`src/mxll_pkg.sv`:
```
// ----------------------------------------------------------------------------
// mxll_pkg
// Shared types and constants for the mesh XY link load accounting block.
// ----------------------------------------------------------------------------
`timescale 1ns / 1ps

package mxll_pkg;

    localparam int DIRS = 4;

    // Function codes carried in tuser.
    localparam logic [1:0] FUNC_UNI   = 2'd0;
    localparam logic [1:0] FUNC_MC    = 2'd1;
    localparam logic [1:0] FUNC_CLEAR = 2'd2;

    // Link directions.
    localparam logic [1:0] DIR_XP = 2'd0;
    localparam logic [1:0] DIR_YM = 2'd1;
    localparam logic [1:0] DIR_XM = 2'd2;
    localparam logic [1:0] DIR_YP = 2'd3;

    // Route segment slots walked for every unicast and multicast item.
    localparam logic [2:0] SEG_PRE      = 3'd0;
    localparam logic [2:0] SEG_OLD_DN   = 3'd1;
    localparam logic [2:0] SEG_OLD_UP   = 3'd2;
    localparam logic [2:0] SEG_NEW_DN   = 3'd3;
    localparam logic [2:0] SEG_NEW_UP   = 3'd4;
    localparam logic [2:0] SEG_TRUNK    = 3'd5;

    typedef struct packed {
        logic       latch;
        logic       clr_start;
        logic       clr_step;
        logic       seg_load;
        logic [2:0] seg;
        logic       rd;
        logic       wr;
        logic       mc_upd;
        logic       mc_fin;
        logic       mul;
        logic       acc;
    } cmd_t;

    typedef struct packed {
        logic [1:0] func;
        logic       last;
        logic       seg_zero;
        logic       walk_last;
        logic       clr_done;
        logic       out_busy;
    } status_t;

endpackage

```
`src/mxll_ctrl.sv`:
```
// ----------------------------------------------------------------------------
// mxll_ctrl
// Sequencer: clearing sweep, route segment walk, multiply and output.
// ----------------------------------------------------------------------------
`timescale 1ns / 1ps

module mxll_ctrl
    import mxll_pkg::*;
(
    input  logic       clk,
    input  logic       rst_n,
    input  logic       in_valid,
    input  logic [1:0] in_func,
    output logic       in_ready,
    input  status_t    status,
    output cmd_t       cmd
);

    typedef enum logic [8:0] {
        S_CLEAR = 9'b000000001,
        S_IDLE  = 9'b000000010,
        S_LOAD  = 9'b000000100,
        S_RD    = 9'b000001000,
        S_WR    = 9'b000010000,
        S_MCUPD = 9'b000100000,
        S_MCFIN = 9'b001000000,
        S_MUL   = 9'b010000000,
        S_ACC   = 9'b100000000
    } state_t;

    state_t     state_reg, state_next;
    logic [2:0] seg_reg, seg_next;
    state_t     adv_state;
    logic [2:0] adv_seg;

    // Where to go once the current segment is finished.
    always_comb
    begin
        adv_state = S_LOAD;
        adv_seg   = seg_reg + 3'd1;
        if (seg_reg == SEG_OLD_UP && status.func == FUNC_MC)
        begin
            adv_state = S_MCUPD;
        end
        else if (seg_reg == SEG_TRUNK)
        begin
            adv_seg = SEG_PRE;
            if (status.func == FUNC_UNI)
            begin
                adv_state = S_MUL;
            end
            else if (status.last)
            begin
                adv_state = S_MCFIN;
            end
            else
            begin
                adv_state = S_IDLE;
            end
        end
    end

    always_comb
    begin
        state_next = state_reg;
        seg_next   = seg_reg;
        cmd        = '0;
        cmd.seg    = seg_reg;
        in_ready   = 1'b0;
        case (state_reg)
            S_CLEAR:
            begin
                cmd.clr_step = 1'b1;
                if (status.clr_done)
                begin
                    state_next = S_IDLE;
                end
            end
            S_IDLE:
            begin
                in_ready = 1'b1;
                if (in_valid)
                begin
                    cmd.latch = 1'b1;
                    seg_next  = SEG_PRE;
                    if (in_func == FUNC_UNI || in_func == FUNC_MC)
                    begin
                        state_next = S_LOAD;
                    end
                    else if (in_func == FUNC_CLEAR)
                    begin
                        cmd.clr_start = 1'b1;
                        state_next    = S_CLEAR;
                    end
                end
            end
            S_LOAD:
            begin
                cmd.seg_load = 1'b1;
                if (status.seg_zero)
                begin
                    state_next = adv_state;
                    seg_next   = adv_seg;
                end
                else
                begin
                    state_next = S_RD;
                end
            end
            S_RD:
            begin
                cmd.rd     = 1'b1;
                state_next = S_WR;
            end
            S_WR:
            begin
                cmd.wr = 1'b1;
                if (status.walk_last)
                begin
                    state_next = adv_state;
                    seg_next   = adv_seg;
                end
                else
                begin
                    state_next = S_RD;
                end
            end
            S_MCUPD:
            begin
                cmd.mc_upd = 1'b1;
                state_next = S_LOAD;
            end
            S_MCFIN:
            begin
                cmd.mc_fin = 1'b1;
                state_next = S_MUL;
            end
            S_MUL:
            begin
                cmd.mul    = 1'b1;
                state_next = S_ACC;
            end
            S_ACC:
            begin
                if (!status.out_busy)
                begin
                    cmd.acc    = 1'b1;
                    state_next = S_IDLE;
                end
            end
            default:
            begin
                state_next = S_IDLE;
            end
        endcase
    end

    always_ff @(posedge clk or negedge rst_n)
    begin
        if (!rst_n)
        begin
            state_reg <= S_CLEAR;
            seg_reg   <= SEG_PRE;
        end
        else
        begin
            state_reg <= state_next;
            seg_reg   <= seg_next;
        end
    end

endmodule

```
`config.mk`:
```
export PLATFORM = sky130hd
export DESIGN_NAME = mxll_ctrl
export DESIGN_NICKNAME = d
export VERILOG_FILES = /design/src/mxll_pkg.sv /design/src/mxll_ctrl.sv
export SDC_FILE = /design/constraint.sdc
export NUM_CORES = 1
export LEC_CHECK = 0
export BUFFER_PORTS_ARGS = -buffer_cell sky130_fd_sc_hd__buf_2
export CAP_MARGIN = 10
export CORE_MARGIN = 5
export CORE_UTILIZATION = 54
export CTS_CLUSTER_DIAMETER = 30
export DETAILED_ROUTE_END_ITERATION = 12
export PLACE_DENSITY = 0.83
export SYNTH_ARGS = -nofsm -noshare
export SYNTH_HDL_FRONTEND = slang
export SYNTH_SLANG_ARGS = --single-unit
```
`constraint.sdc`:
```
create_clock -name clk -period 4.4 [get_ports clk]
set_input_delay 0.66 -clock clk [delete_from_list [all_inputs] [get_ports clk]]
set_output_delay 0.66 -clock clk [all_outputs]
set_load 0.02 [all_outputs]
```
# [Word-level counts from Yosys, hierarchy flattened]
# Cells that the tools add are included.
[totals] wordCells=62 in_bits=12 out_inout_bits=14 reg_bits=12
[classes] mux=32 n_eq_ne=20 n_reduce_logical=7 n_addsub=1
[ops] cell="$pmux W9 S9" count=1
[ops] cell="$mux W9" count=7
[ops] cell="$mux W8" count=3
[ops] cell="$mux W3" count=5
[ops] cell="$mux W1" count=12
[ops] cell="$ne A2 B2 Y1 const B" count=5
[ops] cell="$eq A9 B1 Y1 const B" count=1
[ops] cell="$eq A9 B2 Y1 const B" count=1
[ops] cell="$eq A9 B3 Y1 const B" count=1
[ops] cell="$eq A9 B4 Y1 const B" count=1
[ops] cell="$eq A9 B5 Y1 const B" count=1
[ops] cell="$eq A9 B6 Y1 const B" count=1
[ops] cell="$eq A9 B7 Y1 const B" count=1
[ops] cell="$eq A9 B8 Y1 const B" count=1
[ops] cell="$eq A9 B9 Y1 const B" count=1
[ops] cell="$pmux W3 S3" count=1
[ops] cell="$reduce_and A4 Y1" count=2
[ops] cell="$mux W7" count=1
[ops] cell="$eq A2 B1 Y1 const B" count=2
[ops] cell="$logic_not A2 Y1" count=2
[ops] cell="$mux W2" count=2
[ops] cell="$add A3 B1 Y3 const B" count=1
[ops] cell="$eq A3 B2 Y1 const B" count=1
[ops] cell="$eq A3 B3 Y1 const B" count=1
[ops] cell="other kinds (5)" count=5

# [Logic depth before layout (Yosys ltp)]
# Gate-level depths: netlist of run 1.
[depth] word_depth=6 ltp_mapped=7 mapped_depth_nobuf=6

# [Worst setup path after synthesis of run 1]
# Ideal clock, no wire load.
[synth_timing] path_kind="reg2out" start="register state_reg[5]" end="output port cmd[0] (netlist name)" path_slack_ps=1717 t_required_ps=3740 t_arrival_ps=2023 path_stages_with_launch=5 cell_sequence="dfrtp_1 buf_6 or4_1 nor4_2 nor4bb_1"
[synth_lines] item="start, declared" line="mxll_ctrl.sv:31" source="state_t state_reg, state_next;"
[synth_lines] item="start signal, assigned" line="mxll_ctrl.sv:167" source="state_reg <= state_next;"
[synth_lines] item="end, declared" line="mxll_ctrl.sv:16" source="output cmd_t cmd"

==> flow_metrics.py, run 1 <==
metrics = {
    "route": {
        "first_pass_iters": 4,
        "wl_per_cell_um": 16.2,
        "ant_nets": 0,
        "vias": 831,
        "drc_errors": 0,
        "avgViaCountPerCell": 6.34,
        "drt-total-wl_um": 2130,
        "dr.first_iter.drc_count": 11,
    },
    "timing": {
        "final_hold_viol_count": 0,
        "max-slew-margin-rel_pct": 64.1,
        "period_share_pct": 65.6,
        "setup_viol": 0,
        "period_minus_slack_ns": 2.89,
        "clock_skew_ns": 0.00905,
        "tns_ns": 0,
        "rsz0062_at_grt": "no",
        "max_freq_mhz": 346,
        "slew_viol_final": 0,
        "tightest_slew_ns": 0.534,
    },
    "layout": {
        "final_common_cell": "buf_2",
        "fin_cells": 131,
        "design_area_mm2": 0.00104,
        "multi_input_area_um2": 552,
        "regArea_um2": 302,
        "drive_gt1_share_pct": 34.8,
        "num-fill-cells": 134,
        "largest_register_ffs": 9,
        "finalNetCount": 128,
        "utilization_pct": 67.7,
        "n_antenna_cell": 0,
        "syn_to_final_growth_pct": 15.7,
        "layout_common_cells": "25 x buf_2, 11 x dfrtp_1, 6 x nor2_1",
    },
    "clocking": {
        "cts_max_level": 1,
        "cts_buffer_depth": 2,
        "clkSlewWorstSetupHoldPaths_ns": 0.08,
        "cts_made_buffers": 3,
        "postCtsHoldBufs": 0,
        "cts_setup_buffers": 0,
        "cts_resized": 0,
        "worstSkewPairLatency_ns": 0.28,
        "cts_num_sinks": 12,
        "root_buffer": "clkbuf_4",
        "cts_tree": "built",
    },
    "floorplanning": {
        "fp.coreArea_mm2": 0.00154,
        "top_level_ports": 26,
        "initial_core_util_pct": 58.5,
        "die_h_um": 50.9,
        "die_x_um": 50.9,
        "num_rows": 14,
        "design.die.area_mm2": 0.00259,
    },
    "synthesis": {
        "syn-cell-area_um2": 902,
        "ys_ff_latch": 12,
        "synth_cells": 89,
        "async_flop_share_pct": 100,
        "synth-edff-count": 0,
        "syn_area_per_cell_um2": 10.1,
        "yosysSeqAreaShare_pct": 33.4,
        "ys_types": 46,
        "syn-num-nets": 101,
        "synthFlopType": "dfrtp_1",
        "yosysWarnings": 0,
    },
    "status": {
        "status": "completed",
    },
    "global_routing": {
        "grt_max_degree": 13,
        "antenna_found_initial": 0,
        "grtUsageTotal_pct": 17.5,
        "grt.overflow.total": 0,
        "grt_pass1_vias": 787,
        "grt_pass1_wl_um": 3530,
    },
    "critical_path": {
        "worstPathArrival_ns": 2.23,
        "cp-start-kind": "flip-flop",
        "cp_max_fo": 10,
        "cp.required_ns": 3.74,
        "reg2reg_depth": 5,
        "cp-end-kind": "output pin",
        "worstSetupPathType": "reg2out",
    },
    "min_path": {
        "hold_path_class": "in2async",
    },
    "power": {
        "power.density_mw_per_mm2": 462,
        "leakage_uw": 0.000519,
        "vdd_drop_max_v": 0.000317,
    },
    "placed_design": {
        "dp_hpwl_um": 1690,
        "placed_area_mm2": 0.00102,
        "gp_congestion": 0.892,
        "port_buffers": 25,
        "post-place-cells": 127,
    },
    "run": {
        "drv_cap": 0,
    },
}
-- final timing paths --
| kind | slack (ns) | end | from |
|---|---|---|---|
| worst max-delay path | 1.51 | cmd[0] | state_reg[5] |
| worst min-delay path | 0.25 | seg_reg[0] | rst_n |
| worst max register to register | 2.28 | state_reg[1] | state_reg[8] |
| worst min register to register | 0.59 | state_reg[5] | seg_reg[0] |
| max in group asynchronous | 3.87 | state_reg[0] | rst_n |
| min in group clk | 0.55 | state_reg[0] | status[1] |
-- stage by stage --
step	hold WS (ns)	setup slack (ns)	total power, uW
2_1_floorplan	0.364	1.72	346
3_3_place_gp	0.553	1.87	407
3_5_place_dp	0.554	1.86	410
4_1_cts	0.258	1.55	482
5_1_grt	0.269	1.43	518
6_report	0.246	1.51	482
-- cell families after synthesis --
group | Yosys count | share of synthesized area [%]
buf+inv | 8 | 5.41
flops | 12 | 33.4
mux | 1 | 1.25
simple gates | 47 | 42.0
compound gates | 19 | 16.0
xor+xnor | 2 | 1.94
-- critical path, cell delays in order, from the launching register on --
cell	delay [ns]
dfrtp_1	0.52
or4_1	0.62
nor4_2	0.27
nor4bb_1	0.32
buf_2	0.22
-- synthesized netlist by cell type (all sizes together) (3+ instances only) --
cell     n  area (um2)
nand2    4        15.0
nor4     4        61.3
inv      5        18.8
nand4b   3        26.3
or4      3        22.5
nor3b    3        27.5
buf      3        30.0
nor4b    4        56.3
dfrtp   11         275
nor2     6        22.5
nand2b   3        18.8
nor3     4        20.0
and3b    3        26.3
o21ai    4        20.0
-- area by class of cell --
cell class | count | area share, %
Multi-Input combinational cell | 69 | 52.9
Sequential cell | 12 | 28.9
Tap cell | 16 | 1.92
Timing Repair Buffer | 25 | 12.0
Inverter | 5 | 1.80
Clock buffer | 4 | 2.52
-- power breakdown --
group	switching, uW	leakage, uW	internal [uW]
sequential	34.8	0.000160	129
combinational	141	0.000344	107
clock	35.6	0.0000150	35.2
-- per-layer routing --
layer	wire (um)	GRT usage, %	vias to the layer above
met5	0	0	-
met4	39	7.66	0
met3	135	2.03	5
met2	1010	27.5	27
met1	941	24.0	401
li1	-	-	398
No activity file was read; power rests on OpenSTA's default activity.
==> run 2, diff against run 1 <==
--- a/config.mk
+++ b/config.mk
@@ -8,10 +8,10 @@
 export BUFFER_PORTS_ARGS = -buffer_cell sky130_fd_sc_hd__buf_2
 export CAP_MARGIN = 10
 export CORE_MARGIN = 5
-export CORE_UTILIZATION = 54
+export CORE_UTILIZATION = 45
 export CTS_CLUSTER_DIAMETER = 30
 export DETAILED_ROUTE_END_ITERATION = 12
-export PLACE_DENSITY = 0.83
+export PLACE_DENSITY = 0.74
 export SYNTH_ARGS = -nofsm -noshare
 export SYNTH_HDL_FRONTEND = slang
 export SYNTH_SLANG_ARGS = --single-unit
==> constraint.sdc (replaced) <==
create_clock -name clk -period 2.4 [get_ports clk]
set_input_delay 0.36 -clock clk [delete_from_list [all_inputs] [get_ports clk]]
set_output_delay 0.36 -clock clk [all_outputs]
set_load 0.02 [all_outputs]
==> run 2 against run 1 <==
Final area rose by 18%. Clock power is 130% higher. First-iteration DRC count rose by 73%. Combinational power up 150%. Non-clock buffer count rose by 14. Die area is 16% higher. Largest cell class unchanged. Clock skew decreased by 0.0078 ns. Count of clock-buffer cells in the layout unchanged.
==> flow_metrics.py, run 2 (same netlist as run 1, synthesis figures left out) <==
metrics = {
    "placed_design": {
        "port_buffers": 25,
        "pre_cts_slack_ns": 0.197,
        "post-place-cells": 146,
        "dp_hpwl_um": 1880,
        "gp_congestion": 0.886,
        "placed_area_mm2": 0.00109,
    },
    "min_path": {
        "hold_start": "status[1]",
        "hold_path_class": "in2reg",
    },
    "route": {
        "first_pass_iters": 4,
        "wl_per_cell_um": 15.4,
        "ant_nets": 0,
        "drc_errors": 0,
        "avgViaCountPerCell": 5.66,
        "dr.first_iter.drc_count": 19,
        "vias": 883,
        "drt-total-wl_um": 2410,
    },
    "layout": {
        "utilization_pct": 63.4,
        "design_area_mm2": 0.00123,
        "syn_to_final_growth_pct": 36.5,
        "final_common_cell": "buf_2",
        "drive_gt1_share_pct": 45.7,
        "n_antenna_cell": 0,
        "finalNetCount": 142,
        "layout_common_cells": "21 x buf_2, 17 x buf_4, 10 x dfrtp_1",
        "largest_register_ffs": 9,
        "fin_cells": 156,
    },
    "power": {
        "vdd_drop_max_v": 0.000619,
        "leakage_uw": 0.000598,
        "pwr-share-clk_pct": 15.7,
        "p_sw_share_pct": 41.7,
        "power.internal_uw": 616,
        "p_seq_share_pct": 25.8,
        "p_sw_uw": 440,
        "p_comb_share_pct": 58.5,
        "power.density_mw_per_mm2": 858,
    },
    "critical_path": {
        "cp_max_fo": 3,
        "crit_slowest_cell": "or4_4",
        "regToRegStartpoint": "state_reg[6]",
        "cp-end-kind": "output pin",
        "critPathLaunch": "state_reg[8]",
        "max_stage_delay_ns": 0.54,
        "path_cells": "or4_4, or3_4, nor4b_4, buf_4",
        "worstSetupPathType": "reg2out",
        "cp-start-kind": "flip-flop",
        "worstPathArrival_ns": 2.02,
        "cp.required_ns": 2.04,
    },
    "floorplanning": {
        "top_level_ports": 26,
        "fp.coreArea_mm2": 0.00194,
        "num_rows": 16,
        "design.die.area_mm2": 0.00300,
        "initial_core_util_pct": 46.5,
        "die_h_um": 54.8,
        "die_x_um": 54.8,
    },
    "timing": {
        "period_share_pct": 99.2,
        "clock_skew_ns": 0.00124,
        "tns_ns": 0,
        "setup_viol": 0,
        "fin_ws_ns": 0.0203,
        "final_hold_viol_count": 0,
        "rsz0062_at_grt": "yes",
        "slew_viol_final": 0,
        "max-slew-margin-rel_pct": 75.0,
        "period_minus_slack_ns": 2.38,
        "max_freq_mhz": 420,
        "tightest_slew_ns": 0.372,
    },
    "run": {
        "drv_cap": 0,
    },
    "global_routing": {
        "grt.overflow.total": 0,
        "grt_max_degree": 13,
        "antenna_found_initial": 0,
        "grt_pass1_wl_um": 3870,
        "grt_pass1_vias": 828,
        "grtUsageTotal_pct": 18.4,
    },
    "clocking": {
        "cts_buffer_depth": 2,
        "root_buffer": "clkbuf_4",
        "cts_tree": "built",
        "clkSlewWorstSetupHoldPaths_ns": 0.08,
        "cts_max_level": 1,
        "cts_made_buffers": 3,
        "worstSkewPairLatency_ns": 0.27,
        "cts_num_sinks": 12,
    },
    "status": {
        "status": "completed",
    },
}
[run 2: changes by cell type in the layout (fill, tap and decap cells not counted), sizes merged]
cell         delta
buf            +13
dlygate4sd3     +1
[run 2: layout make-up]
cell class                 instances  area [um2]
sequential                        12         303
multi-input combinational         69         597
tap                               27        33.8
inverter                           5        18.8
fill                             154         711
timing repair buffer              39         243
clock buffer                       4        36.3
[run 2: critical path: cells and delay by family, from the launching register on]
kind	cells	cell delay [ns]
simple gates	3	1.16
buf+inv	1	0.18
flops	1	0.40
[run 2: worst paths after layout]
path	endpoint	slack, ns	depth (start not counted)
setup / recovery	cmd[1]	0.02	4
hold reg to reg	state_reg[5]	0.56	1
setup reg to reg	state_reg[1]	0.36	6
hold / removal	state_reg[0]	0.24	2
max in group asynchronous	state_reg[0]	1.63	2
min in group asynchronous	state_reg[6]	0.49	2
[run 2: metal layers]
metal | track usage [%] | routed length (um) | vias to the layer above
met3 | 3.27 | 189 | 4
met1 | 22.5 | 1030 | 423
met4 | 7.47 | 29 | 0
li1 | - | - | 422
met5 | 0 | 0 | -
met2 | 31.5 | 1150 | 34
[run 2: power groups by stage]
stage          Sequential [uW]  Clock (uW)  Combinational, uW
3_3_place_gp               283           0                509
3_5_place_dp               283           0                517
5_1_grt                    277         182                665
6_report                   273         166                618
2_1_floorplan              300           0                335
4_1_cts                    269         169                583
[run 2: repair_timing]
| action | 4_1_cts | 5_1_grt |
|---|---|---|
| buffers inserted | 3 | 2 |
| pin swaps | 0 | 4 |
| setup endpoints to repair | 3 | 5 |
| endpoints found under the hold margin | 11 | 0 |
| hold buffers | 1 | 0 |
| gates resized for setup | 6 | 6 |
[run 2: stage by stage]
step	power (uW)	hold slack, ns
global route	1120	0.240
global placement	792	0.256
finish	1060	0.240
CTS	1020	0.238
floorplan	635	0.0644
detailed placement	800	0.262
